<file path="config.mk">
export PLATFORM = sky130hd
export DESIGN_NAME = deque_with_directional_search_unit
export DESIGN_NICKNAME = d
export VERILOG_FILES = /design/src/rtl/core/dqsrch_pkg.sv /design/src/rtl/core/deque_with_directional_search_unit.sv
export SDC_FILE = /design/constraint.sdc
export NUM_CORES = 1
export LEC_CHECK = 0
export CORE_UTILIZATION = 45
export DETAILED_ROUTE_END_ITERATION = 10
export DONT_BUFFER_PORTS = 1
export PLACE_DENSITY = 0.6
export SETUP_SLACK_MARGIN = 0.1
export SLEW_MARGIN = 15
export SYNTH_ARGS = -nofsm -noshare
export SYNTH_HDL_FRONTEND = slang
export SYNTH_SLANG_ARGS = --single-unit
</file>
<file path="constraint.sdc">
create_clock -name clk -period 4.4 [get_ports clk]
set_input_delay 0.88 -clock clk [delete_from_list [all_inputs] [get_ports clk]]
set_output_delay 0.88 -clock clk [all_outputs]
set_load 0.005 [all_outputs]
</file>
<file path="src/rtl/core/dqsrch_pkg.sv">
// ----------------------------------------------------------------------------
// dqsrch_pkg
// sizes, operation codes and result codes for the deque search unit
// ----------------------------------------------------------------------------
package dqsrch_pkg;

    localparam int DEPTH = 16;
    localparam int PTR_W = (DEPTH > 1) ? $clog2(DEPTH) : 1;
    localparam int CNT_W = $clog2(DEPTH + 1);

    localparam int MODE_W = 2;
    localparam int DATA_W = 32;
    localparam int STAT_W = 3;
    localparam int POS_W  = 4;

    typedef logic [MODE_W-1:0] mode_t;
    typedef logic [STAT_W-1:0] status_t;
    typedef logic [PTR_W-1:0]  ptr_t;
    typedef logic [CNT_W-1:0]  cnt_t;

    localparam mode_t MODE_APPEND  = 2'd0;
    localparam mode_t MODE_PREPEND = 2'd1;
    localparam mode_t MODE_FIND_FW = 2'd2;
    localparam mode_t MODE_FIND_BW = 2'd3;

    localparam status_t ST_INSERTED  = 3'd0;
    localparam status_t ST_FOUND     = 3'd1;
    localparam status_t ST_NOT_FOUND = 3'd2;
    localparam status_t ST_EMPTY     = 3'd3;
    localparam status_t ST_FULL      = 3'd4;

endpackage

</file>
<file path="src/rtl/core/deque_with_directional_search_unit.sv">
// ----------------------------------------------------------------------------
// deque_with_directional_search_unit
// push: item accepted, result registered the next cycle (next item once taken)
// search: one ring-store read per cycle through the single read port of the
//   entry memory, from the chosen end until a hit or the last entry
// reset: front index and entry count cleared at once, entry memory left as is
// ----------------------------------------------------------------------------
module deque_with_directional_search_unit
(
    input  logic                                clk,
    input  logic                                rst_n,
    input  logic                                in_valid,
    output logic                                in_ready,
    input  logic [dqsrch_pkg::MODE_W-1:0]       mode,
    input  logic signed [dqsrch_pkg::DATA_W-1:0] value,
    output logic                                out_valid,
    input  logic                                out_ready,
    output logic [dqsrch_pkg::STAT_W-1:0]       status,
    output logic [dqsrch_pkg::POS_W-1:0]        position
);
    import dqsrch_pkg::*;

    // controller states
    localparam logic S_IDLE = 1'b0;
    localparam logic S_SCAN = 1'b1;

    localparam logic [PTR_W:0] DEPTH_X = (PTR_W+1)'(DEPTH);
    localparam cnt_t           DEPTH_C = CNT_W'(DEPTH);
    localparam ptr_t           LAST_SLOT = PTR_W'(DEPTH - 1);

    // ring store, one write and one registered read port
    logic [DATA_W-1:0] mem [DEPTH];

    logic              state_reg, state_next;
    ptr_t              front_reg, front_next;
    cnt_t              count_reg, count_next;

    // search context
    logic [DATA_W-1:0] key_reg, key_next;
    logic              back_reg, back_next;
    cnt_t              iter_reg, iter_next;

    // read pipeline: data arrives in the cycle after the address
    logic [DATA_W-1:0] rd_data_reg;
    logic              cmp_vld_reg, cmp_vld_next;
    ptr_t              cmp_pos_reg, cmp_pos_next;
    logic              cmp_last_reg, cmp_last_next;

    // result register
    logic              out_vld_reg, out_vld_next;
    status_t           status_reg, status_next;
    logic [POS_W-1:0]  pos_reg, pos_next;

    logic              accept;
    logic              is_push;
    logic              wr_en;
    ptr_t              wr_addr;
    ptr_t              rd_addr;
    ptr_t              scan_pos;
    logic              issue;
    logic              hit;
    logic              done;

    // ring slot of scan_pos, wraps with one compare and subtract
    function automatic ptr_t slot_of(ptr_t front, ptr_t pos);
        logic [PTR_W:0] s;
        s = {1'b0, front} + {1'b0, pos};
        if (s >= DEPTH_X)
        begin
            s = s - DEPTH_X;
        end
        return s[PTR_W-1:0];
    endfunction

    assign in_ready  = (state_reg == S_IDLE) && (!out_vld_reg || out_ready);
    assign accept    = in_valid && in_ready;
    assign is_push   = (mode == MODE_APPEND) || (mode == MODE_PREPEND);
    assign out_valid = out_vld_reg;
    assign status    = status_reg;
    assign position  = pos_reg;

    // position being read this cycle, counted from the front
    assign scan_pos = back_reg ? PTR_W'(count_reg - cnt_t'(1) - iter_reg)
                               : PTR_W'(iter_reg);
    assign rd_addr  = slot_of(front_reg, scan_pos);

    assign hit  = cmp_vld_reg && (rd_data_reg == key_reg);
    assign done = cmp_vld_reg && (hit || cmp_last_reg);
    assign issue = (state_reg == S_SCAN) && !done && (iter_reg < count_reg);

    always_comb
    begin
        state_next    = state_reg;
        front_next    = front_reg;
        count_next    = count_reg;
        key_next      = key_reg;
        back_next     = back_reg;
        iter_next     = iter_reg;
        out_vld_next  = out_vld_reg && !out_ready;
        status_next   = status_reg;
        pos_next      = pos_reg;
        wr_en         = 1'b0;
        wr_addr       = slot_of(front_reg, PTR_W'(count_reg));
        cmp_vld_next  = issue;
        cmp_pos_next  = scan_pos;
        cmp_last_next = (iter_reg == count_reg - cnt_t'(1));

        unique case (state_reg)
            S_IDLE:
            begin
                if (accept)
                begin
                    out_vld_next = 1'b1;
                    pos_next     = '0;
                    if (is_push)
                    begin
                        if (count_reg >= DEPTH_C)
                        begin
                            status_next = ST_FULL;
                        end
                        else
                        begin
                            wr_en       = 1'b1;
                            count_next  = count_reg + cnt_t'(1);
                            status_next = ST_INSERTED;
                            if (mode == MODE_PREPEND)
                            begin
                                // front steps back one slot, new item lands there
                                front_next = (front_reg == '0) ? LAST_SLOT
                                                               : front_reg - ptr_t'(1);
                                wr_addr    = front_next;
                            end
                        end
                    end
                    else if (count_reg == '0)
                    begin
                        status_next = ST_EMPTY;
                    end
                    else
                    begin
                        // search: hold the result until the scan ends
                        out_vld_next = 1'b0;
                        key_next     = value;
                        back_next    = (mode == MODE_FIND_BW);
                        iter_next    = '0;
                        state_next   = S_SCAN;
                    end
                end
            end
            S_SCAN:
            begin
                if (issue)
                begin
                    iter_next = iter_reg + cnt_t'(1);
                end
                if (done)
                begin
                    out_vld_next = 1'b1;
                    status_next  = hit ? ST_FOUND : ST_NOT_FOUND;
                    pos_next     = hit ? POS_W'(cmp_pos_reg) : '0;
                    state_next   = S_IDLE;
                end
            end
            default:
            begin
                state_next = S_IDLE;
            end
        endcase
    end

    // entry memory
    always_ff @(posedge clk)
    begin
        if (wr_en)
        begin
            mem[wr_addr] <= value;
        end
        rd_data_reg <= mem[rd_addr];
    end

    // payload registers, no reset needed
    always_ff @(posedge clk)
    begin
        key_reg      <= key_next;
        back_reg     <= back_next;
        cmp_pos_reg  <= cmp_pos_next;
        cmp_last_reg <= cmp_last_next;
        status_reg   <= status_next;
        pos_reg      <= pos_next;
    end

    // control registers
    always_ff @(posedge clk or negedge rst_n)
    begin
        if (!rst_n)
        begin
            state_reg   <= S_IDLE;
            front_reg   <= '0;
            count_reg   <= '0;
            iter_reg    <= '0;
            cmp_vld_reg <= 1'b0;
            out_vld_reg <= 1'b0;
        end
        else
        begin
            state_reg   <= state_next;
            front_reg   <= front_next;
            count_reg   <= count_next;
            iter_reg    <= iter_next;
            cmp_vld_reg <= cmp_vld_next;
            out_vld_reg <= out_vld_next;
        end
    end

endmodule

</file>
==> summary.md, run 1 <==
| Metric | Value |
|---|---|
| Status | `completed` |
| Register area share after synthesis | `75.8%` |
| Async SR Flop Fraction | `2.81%` |
| Antenna Nets Post-Route | `0` |
| Residual DRC | `0` |
| GRT Residual Overflow | `0` |
| Reg2Reg Depth | `10` |
| Synth top area cells | `edfxtp_1, mux4_2, mux2i_1` |
| FF-to-FF setup slack | `0.58 ns` |
| Port buffer count | `0` |
| Fin nets | `1227` |
| Syn avg cell area | `21.2 um^2` |
| Relative slew margins | `22.3%` |
| Area share of the largest cell type after synthesis | `a little over two thirds` |
| CP Cell Sequence | `inv_1 -> ha_1 -> fa_1 -> a21oi_1 -> inv_1 -> fa_4 -> buf_12 -> mux4_2 -> mux2i_1 -> mux2i_1` |
| Yosys warnings | `0` |
| WL final | `49100 um` |
| CTS H-tree depth | `3` |
| Fin. Hold Viols | `0` |
| DR vias | `approximately 11000` |
| WS Path Type | `reg2reg` |
| Placeable Area | `a little over 50000 um^2` |
| Syn Nets | `~1200` |
| Antenna Cells | `0` |
| Yosys top cell by area | `edfxtp_1` |
| Average wire per standard cell | `25.9 um` |
| WHS Endpoint | `mem[0][21]$_DFFE_PP_` |
| Distinct cells, synth | `50` |
| EDFF count, synth | `552` |
| Rows | `83` |
| Die Y | `230 um` |
| Minimum clock period | `3.82 ns` |
| Period Utilization, post-route | `around 87%` |
| Final setup TNS | `0 ns` |
| Crit path max-delay cell type | `fa_4` |
| Largest net degree at the start of global routing | `73` |
| DR iter-0 viols | `781` |
| Synth Flop Type | `edfxtp_1` |
| Syn Inst Count | `1105` |
| HP Class | `in2reg` |
| Vias in the first global route | `11100` |
| Max reg flops | `~510` |
| Clock Path Buffers | `3` |
| Worst-Margin Slew | `1.15 ns` |
| DR top layer | `met4` |
| Most common cell in the netlist | `edfxtp_1` |
| Detailed placement HPWL | `about 26000 um` |
| Die area | `52900 um^2` |
| Starting Density | `between 40% and 50%` |
| Post-Syn Area | `23400 um^2` |
| WHS Path Cells | `0` |
| GRT Total Usage | `19.4%` |
| Die width | `230 um` |
| Global placement routability congestion | `slightly below 0.8` |
| Met2 wire length | `23800 um` |
| Number of synthesized register bits | `a little over 600` |
| Area delta synth->final | `14.3%` |
| Min-delay src | `value[21]` |
| Critical path fanouts, max | `72` |
| Clk Latency, worst-skew pair | `0.59 ns` |
| Number of I/O pins | `47` |
| Crit path launch type | `register` |
| Reg2reg start | `count_reg[0]$_DFFE_PN0P_` |
| Reg clk slew, reported paths | `about 0.060 ns` |
| R2r endpoint | `rd_data_reg[21]$_DFF_P_` |
| Post-synth top cells | `edfxtp_1, mux4_2, mux2i_1` |
| Clock Skew | `between 0.015 and 0.02 ns` |
| Fin util | `about 52%` |
| Placed cell area | `24700 um^2` |
| Critical Path RT | `about 4.9 ns` |
| Max frequency | `262 MHz` |
| Slew Limit Fails | `0` |
| Cts bufs inserted | `66` |
| Finish-stage setup viols | `0` |
| CTS Root Cell | `clkbuf_16` |
| Via/cell ratio | `about 5.6` |
| DR pass1 iterations | `5` |
| MaxCap Viol Count | `0` |
| Met3 routed WL | `approximately 2600 um` |
| Antenna violations before repair | `0` |
| Layout cells sized above 1 | `22.3%` |
| CTS sink count | `606` |
| Worst EP arrival | `4.27 ns` |
| First-pass GRT wire length | `74300 um` |
| Final non-filler cell area | `26700 um^2` |
| Crit end category | `register` |
| Routed metal-1 wirelength | `21800 um` |
| Slowest stage delay, CP | `0.82 ns` |
| CTS tree | `yes` |
| Unrepaired setup endpoints after global routing | `false` |
## layout by cell type, fill, tap and decap left out, types with 4 or more instances in the layout
cell,synthesis,layout
clkbuf_1,24,25
mux2i_1,99,99
buf_12,0,19
clkinv_1,0,8
and2_1,8,8
a21oi_1,7,7
nand3_1,4,4
clkinv_2,0,4
nor2_1,30,14
nand2b_1,14,14
mux4_2,128,128
ha_1,19,18
nand2_1,21,21
clkbuf_16,0,67
xor2_1,6,5
nand4_1,8,8
nor2_4,0,16
inv_1,21,21
o21ai_1,4,4
buf_4,1,16
clkbuf_8,0,4
dfxtp_1,37,37
o21ai_0,6,6
edfxtp_1,552,552
a21o_1,4,4
xnor2_1,36,36
dfrtp_1,17,17
## metal layers
layer / global-route usage (%) / vias up
li1: - / 4629
met1: 27.1 / 5671
met3: 3.98 / 61
met4: 5.55 / 0
met5: 0 / -
met2: 31.1 / 240
## metrics by stage
step | hold slack [ns] | cells | setup WS (ns)
CTS | 0.358 | 1895 | 0.569
global placement | 0.494 | 1778 | 0.646
detailed placement | 0.497 | 1778 | 0.577
global route | 0.358 | 1895 | 0.399
floorplan | 0.478 | 1105 | 0.209
finish | 0.386 | 1895 | 0.579
## worst max-delay path, delay by kind of cell, from the launching register on
family / cells / cell delay (ns)
compound gates: 1 / 0.26
fa+ha+maj: 3 / 1.62
buf+inv: 3 / 0.58
flops: 1 / 0.49
mux: 3 / 0.63
## worst max-delay path by stage
stage                                         from                 endpoint  cells after the start
final                     count_reg[0]$_DFFE_PN0P_  rd_data_reg[21]$_DFF_P_                     10
after global routing      count_reg[0]$_DFFE_PN0P_  rd_data_reg[21]$_DFF_P_                     10
after detailed placement  count_reg[0]$_DFFE_PN0P_  rd_data_reg[30]$_DFF_P_                     10
after floorplan                          out_ready  iter_reg[0]$_DFFE_PN0P_                      5
after global placement    count_reg[0]$_DFFE_PN0P_  rd_data_reg[14]$_DFF_P_                     10
after CTS                 count_reg[0]$_DFFE_PN0P_  rd_data_reg[30]$_DFF_P_                     10
## cells by family after synthesis
kind of cell | Yosys count | share of synthesized area (%)
AO/OA/AOI/OAI | 39 | 1.17
XOR/XNOR | 43 | 1.64
adder cells (fa/ha/maj) | 22 | 1.27
buffers and inverters | 63 | 1.20
flip-flops | 606 | 75.8
multiplexers | 231 | 16.7
AND/OR/NAND/NOR | 101 | 2.18
## layout make-up
type / count / area, um^2
clock buffer: 96 / 1830
clock inverter: 20 / 181
fill: 4047 / 24600
inverter: 21 / 78.8
multi-input combinational: 436 / 5560
sequential: 606 / 17700
tap: 680 / 851
timing repair buffer: 36 / 510
## timing repair
action	CTS	global route
hold buffers	1	0
endpoints found under the hold margin	17	0
buffers inserted	0	0
resized for setup	0	0
Power of run 1 is left out: the tool's default activity adds up to more than one toggle a clock period on the data nets, which glitch-free logic cannot reach.
==> inputs of run 2 (changes only) <==
--- a/config.mk
+++ b/config.mk
@@ -5,10 +5,11 @@
 export SDC_FILE = /design/constraint.sdc
 export NUM_CORES = 1
 export LEC_CHECK = 0
-export CORE_UTILIZATION = 45
+export CORE_MARGIN = 5
+export CORE_UTILIZATION = 50
 export DETAILED_ROUTE_END_ITERATION = 10
 export DONT_BUFFER_PORTS = 1
-export PLACE_DENSITY = 0.6
+export PLACE_DENSITY = 0.65
 export SETUP_SLACK_MARGIN = 0.1
 export SLEW_MARGIN = 15
 export SYNTH_ARGS = -nofsm -noshare
==> summary.md, run 2 (synthesis results as in run 1) <==
| Metric | Value |
|---|---|
| Status | `completed` |
| Placed cell area | `roughly 25000 um^2` |
| Crit end category | `register` |
| Reg2Reg Depth | `11` |
| Placeable Area | `between 40000 and 50000 um^2` |
| Fin nets | `approximately 1200` |
| Global placement routability congestion | `0.766` |
| Antenna Cells | `0` |
| Max frequency | `253 MHz` |
| Resized Gates After CTS | `0` |
| Relative slew margins | `22.0%` |
| Reg2reg start | `count_reg[1]$_DFFE_PN0P_` |
| Layout cells sized above 1 | `21.8%` |
| Port buffer count | `0` |
| CTS sink count | `606` |
| Starting Density | `between 50% and 60%` |
| WS Path Type | `reg2reg` |
| First-pass GRT wire length | `71800 um` |
| CTS H-tree depth | `2` |
| Die area | `around 50000 um^2` |
| CTS Root Cell | `clkbuf_16` |
| Commonest non-fill, non-tap cell in the layout | `edfxtp_1` |
| Clock Skew | `around 0.012 ns` |
| Detailed placement HPWL | `roughly 24000 um` |
| Worst EP arrival | `4.49 ns` |
| WL final | `47900 um` |
| Via/cell ratio | `just under 6` |
| Rows | `79` |
| Min-delay src | `value[16]` |
| Largest net degree at the start of global routing | `63` |
| Reg clk slew, reported paths | `roughly 0.06 ns` |
| GRT Total Usage | `between 10% and 20%` |
| MaxCap Viol Count | `0` |
| R2r endpoint | `rd_data_reg[14]$_DFF_P_` |
| Most frequent cells in the layout | `edfxtp_1, mux4_2, mux2i_1` |
| Worst-Margin Slew | `1.17 ns` |
| Vias in the first global route | `roughly 11000` |
| GRT Residual Overflow | `0` |
| HP Class | `in2reg` |
| Fin util | `56.9%` |
| Clock Path Buffers | `3` |
| DR iter-0 viols | `956` |
| Fin. Hold Viols | `0` |
| Die Y | `226 um` |
| Critical path fanouts, max | `17` |
| Period Utilization, post-route | `89.8%` |
| Critical Path RT | `4.94 ns` |
| FF-to-FF setup slack | `0.45 ns` |
| Clk Latency, worst-skew pair | `0.61 ns` |
| Worst slack at placement | `0.415 ns` |
| Die width | `roughly 230 um` |
| Crit path launch | `count_reg[1]$_DFFE_PN0P_` |
| Minimum clock period | `3.95 ns` |
| Antenna Nets Post-Route | `0` |
| Final non-filler cell area | `~26000 um^2` |
| Number of I/O pins | `47` |
| Critical Path End | `rd_data_reg[14]$_DFF_P_` |
| Fill cells | `3439` |
| Max reg flops | `512` |
| Crit path launch type | `register` |
| DR vias | `10500` |
| DR pass1 iterations | `5` |
| Residual DRC | `0` |
| Final setup TNS | `0 ns` |
| Cts bufs inserted | `58` |
| Antenna violations before repair | `0` |
| Area delta synth->final | `13.0%` |
| Finish-stage setup viols | `0` |
| Setup ws final | `0.448 ns` |
| Unrepaired setup endpoints after global routing | `false` |
| Slew Limit Fails | `0` |
| Average wire per standard cell | `26.4 um` |
| CTS tree | `yes` |
| Post CTS Setup Buffer Count | `0` |
## run 2: final cells by class
| cell class | count | area [um^2] | area share, % |
|---|---|---|---|
| Clock buffer | 86 | 1600 | 6.04 |
| Clock inverter | 23 | 210 | 0.795 |
| Inverter | 21 | 78.8 | 0.298 |
| Multi-Input combinational cell | 436 | 5560 | 21.0 |
| Sequential cell | 606 | 17700 | 67.1 |
| Tap cell | 607 | 759 | 2.87 |
| Timing Repair Buffer | 32 | 493 | 1.86 |
## run 2: timing repair
action                                  4_1_cts  5_1_grt
hold buffers                                  1        0
endpoints found under the setup margin        0        0
endpoints found under the hold margin        17        0
## run 2: how the worst min path moves through the flow
stage / end / slack [ns] / cells after the start
6_report: mem[12][16]$_DFFE_PP_ / 0.36 / 0
5_1_grt: mem[5][11]$_DFFE_PP_ / 0.33 / 0
4_1_cts: mem[12][16]$_DFFE_PP_ / 0.32 / 0
3_5_place_dp: position[3]$_SDFFCE_PN0P_ / 0.49 / 1
3_3_place_gp: position[3]$_SDFFCE_PN0P_ / 0.49 / 1
2_1_floorplan: count_reg[4]$_DFFE_PN0P_ / 0.48 / 1
## run 2: worst max-delay path, stage by stage (launching register included)
cell	delay, ns
dfrtp_1	0.42
inv_1	0.14
ha_1	0.35
fa_1	0.44
a21oi_1	0.25
ha_1	0.28
a21o_1	0.17
a21oi_1	0.17
xor2_1	0.16
xnor2_4	0.95
buf_12	0.29
mux2i_1	0.23
## run 2: metal layers
layer / global-route usage (%) / routed length, um
met3: 3.28 / 2600
met2: 32.3 / 24200
met1: 26.1 / 20000
met5: 0 / 0
met4: 5.32 / 1140
## run 2: through the flow
step,std cells,hold slack (ns)
finish,1811,0.358
detailed placement,1701,0.492
global placement,1701,0.491
global route,1811,0.326
floorplan,1105,0.478
CTS,1811,0.320
Power of run 2 is left out for the same reason.
==> inputs of run 3 (changes only) <==
--- a/config.mk
+++ b/config.mk
@@ -6,10 +6,10 @@
 export NUM_CORES = 1
 export LEC_CHECK = 0
 export CORE_MARGIN = 5
-export CORE_UTILIZATION = 50
+export CORE_UTILIZATION = 63
 export DETAILED_ROUTE_END_ITERATION = 10
 export DONT_BUFFER_PORTS = 1
-export PLACE_DENSITY = 0.65
+export PLACE_DENSITY = 0.79
 export SETUP_SLACK_MARGIN = 0.1
 export SLEW_MARGIN = 15
 export SYNTH_ARGS = -nofsm -noshare
==> summary.md, run 3 (synthesis results as in run 1) <==
| Metric | Value |
|---|---|
| GRT Residual Overflow | `0` |
| Die Y | `203 um` |
| WS Path Type | `reg2reg` |
| DR vias | `~11000` |
| Detailed placement HPWL | `~25000 um` |
| Port buffer count | `0` |
| Non-filler cells, final | `around 1700` |
| FF-to-FF setup slack | `0.47 ns` |
| Placeable Area | `36600 um^2` |
| Final hold slack | `0.360 ns` |
| R2r endpoint | `rd_data_reg[21]$_DFF_P_` |
| Reg clk slew, reported paths | `0.07 ns` |
| Minimum clock period | `3.93 ns` |
| Unrepaired setup endpoints after global routing | `false` |
| CTS tree | `yes` |
| Met2 wire length | `~25000 um` |
| Routed metal-1 wirelength | `18600 um` |
| Layout cells sized above 1 | `22.6%` |
| Fin. Hold Viols | `0` |
| Crit end category | `register` |
| Status | `completed` |
| Commonest non-fill, non-tap cell in the layout | `edfxtp_1` |
| First-pass GRT wire length | `~75000 um` |
| Finish-stage setup viols | `0` |
| Worst-Margin Slew | `0.837 ns` |
| Die width | `203 um` |
| WHS Endpoint | `mem[6][13]$_DFFE_PP_` |
| WHS Path Cells | `0` |
| Via/cell ratio | `6.50` |
| Antenna violations before repair | `0` |
| Rows | `70` |
| Reg2Reg Depth | `10` |
| Reg2reg start | `count_reg[0]$_DFFE_PN0P_` |
| CP Cell Sequence | `inv_1 -> ha_1 -> fa_1 -> a21oi_1 -> inv_1 -> fa_4 -> buf_12 -> mux4_2 -> mux2i_1 -> mux2i_1` |
| Fin nets | `1214` |
| Antenna Cells | `0` |
| DR iter-0 viols | `about 1100` |
| Slowest stage delay, CP | `0.97 ns` |
| Most frequent cells in the layout | `edfxtp_1, mux4_2, mux2i_1` |
| Period Utilization, post-route | `89.2%` |
| Die area | `41100 um^2` |
| DR top layer | `met4` |
| Global placement routability congestion | `0.796` |
| Max reg flops | `between 500 and 600` |
| Residual DRC | `0` |
| GRT Total Usage | `24.8%` |
| Final setup TNS | `0 ns` |
| Post CTS Setup Buffer Count | `0` |
| Max frequency | `255 MHz` |
| Clock Skew | `0.0155 ns` |
| Slew Limit Fails | `0` |
| CTS Root Cell | `clkbuf_16` |
| Relative slew margins | `44.0%` |
| Average wire per standard cell | `29.5 um` |
| MaxCap Viol Count | `0` |
| Vias in the first global route | `11500` |
| Cts bufs inserted | `59` |
| Crit path max-delay cell type | `fa_4` |
| Area delta synth->final | `13.1%` |
| Antenna Nets Post-Route | `0` |
| Clock Path Buffers | `3` |
| Starting Density | `63.9%` |
| CTS sink count | `606` |
| Largest net degree at the start of global routing | `59` |
| WL final | `between 40000 and 50000 um` |
| CTS H-tree depth | `2` |
| Critical Path RT | `4.88 ns` |
| Min-delay src | `value[13]` |
| Clk Latency, worst-skew pair | `0.61 ns` |
| HP Class | `in2reg` |
| Met3 routed WL | `4310 um` |
| Number of I/O pins | `47` |
| Crit path launch type | `register` |
| Placed insts | `about 1600` |
| Critical path fanouts, max | `54` |
| Worst EP arrival | `4.41 ns` |
| DR pass1 iterations | `5` |
run 3: cell types whose count changed in the layout (fill, tap and decap cells not counted), moves of 2 or more:
cell,delta
bufinv_16,+7
buf_12,-2
clkinv_2,-3
clkinvlp_4,+4
clkbuf_16,+2
clkbuf_1,-11
run 3: worst max-delay path by stage:
stage / from / to / cells after the start
floorplan: out_ready / iter_reg[0]$_DFFE_PN0P_ / 5
global placement: count_reg[0]$_DFFE_PN0P_ / rd_data_reg[14]$_DFF_P_ / 10
detailed placement: count_reg[0]$_DFFE_PN0P_ / rd_data_reg[14]$_DFF_P_ / 10
CTS: count_reg[0]$_DFFE_PN0P_ / rd_data_reg[21]$_DFF_P_ / 10
global route: count_reg[0]$_DFFE_PN0P_ / rd_data_reg[18]$_DFF_P_ / 10
finish: count_reg[0]$_DFFE_PN0P_ / rd_data_reg[21]$_DFF_P_ / 10
run 3: cell type report:
cell class,count,area [um^2]
clock inverter,33,437
multi-input combinational,436,5560
fill,2032,10100
inverter,21,78.8
sequential,606,17700
clock buffer,78,1620
timing repair buffer,30,453
tap,468,586
run 3: critical path, delay by kind of cell (launching register included):
family	cells	cell delay, ns
compound gates	1	0.23
fa+ha+maj	3	1.75
buf+inv	3	0.57
flops	1	0.49
mux	3	0.73
run 3: layer usage:
metal | global-route usage [%] | up-vias
met5 | 0 | -
met4 | 7.30 | 0
met3 | 5.51 | 90
met2 | 41.4 | 542
met1 | 33.8 | 5644
li1 | - | 4597
run 3: through the flow:
| stage | setup slack, ns | util, % | area, um^2 |
|---|---|---|---|
| 6_report | 0.473 | 72.3 | 26500 |
| 5_1_grt | 0.314 | 72.3 | 26500 |
| 4_1_cts | 0.445 | 72.3 | 26500 |
| 3_5_place_dp | 0.498 | 66.7 | 24400 |
| 3_3_place_gp | 0.583 | 66.7 | 24400 |
| 2_1_floorplan | 0.209 | - | 23400 |
run 3: what timing repair did:
item	CTS	global route
gates resized for setup	0	0
hold buffers	1	0
hold endpoints to repair	17	0
Power of run 3 is left out for the same reason.
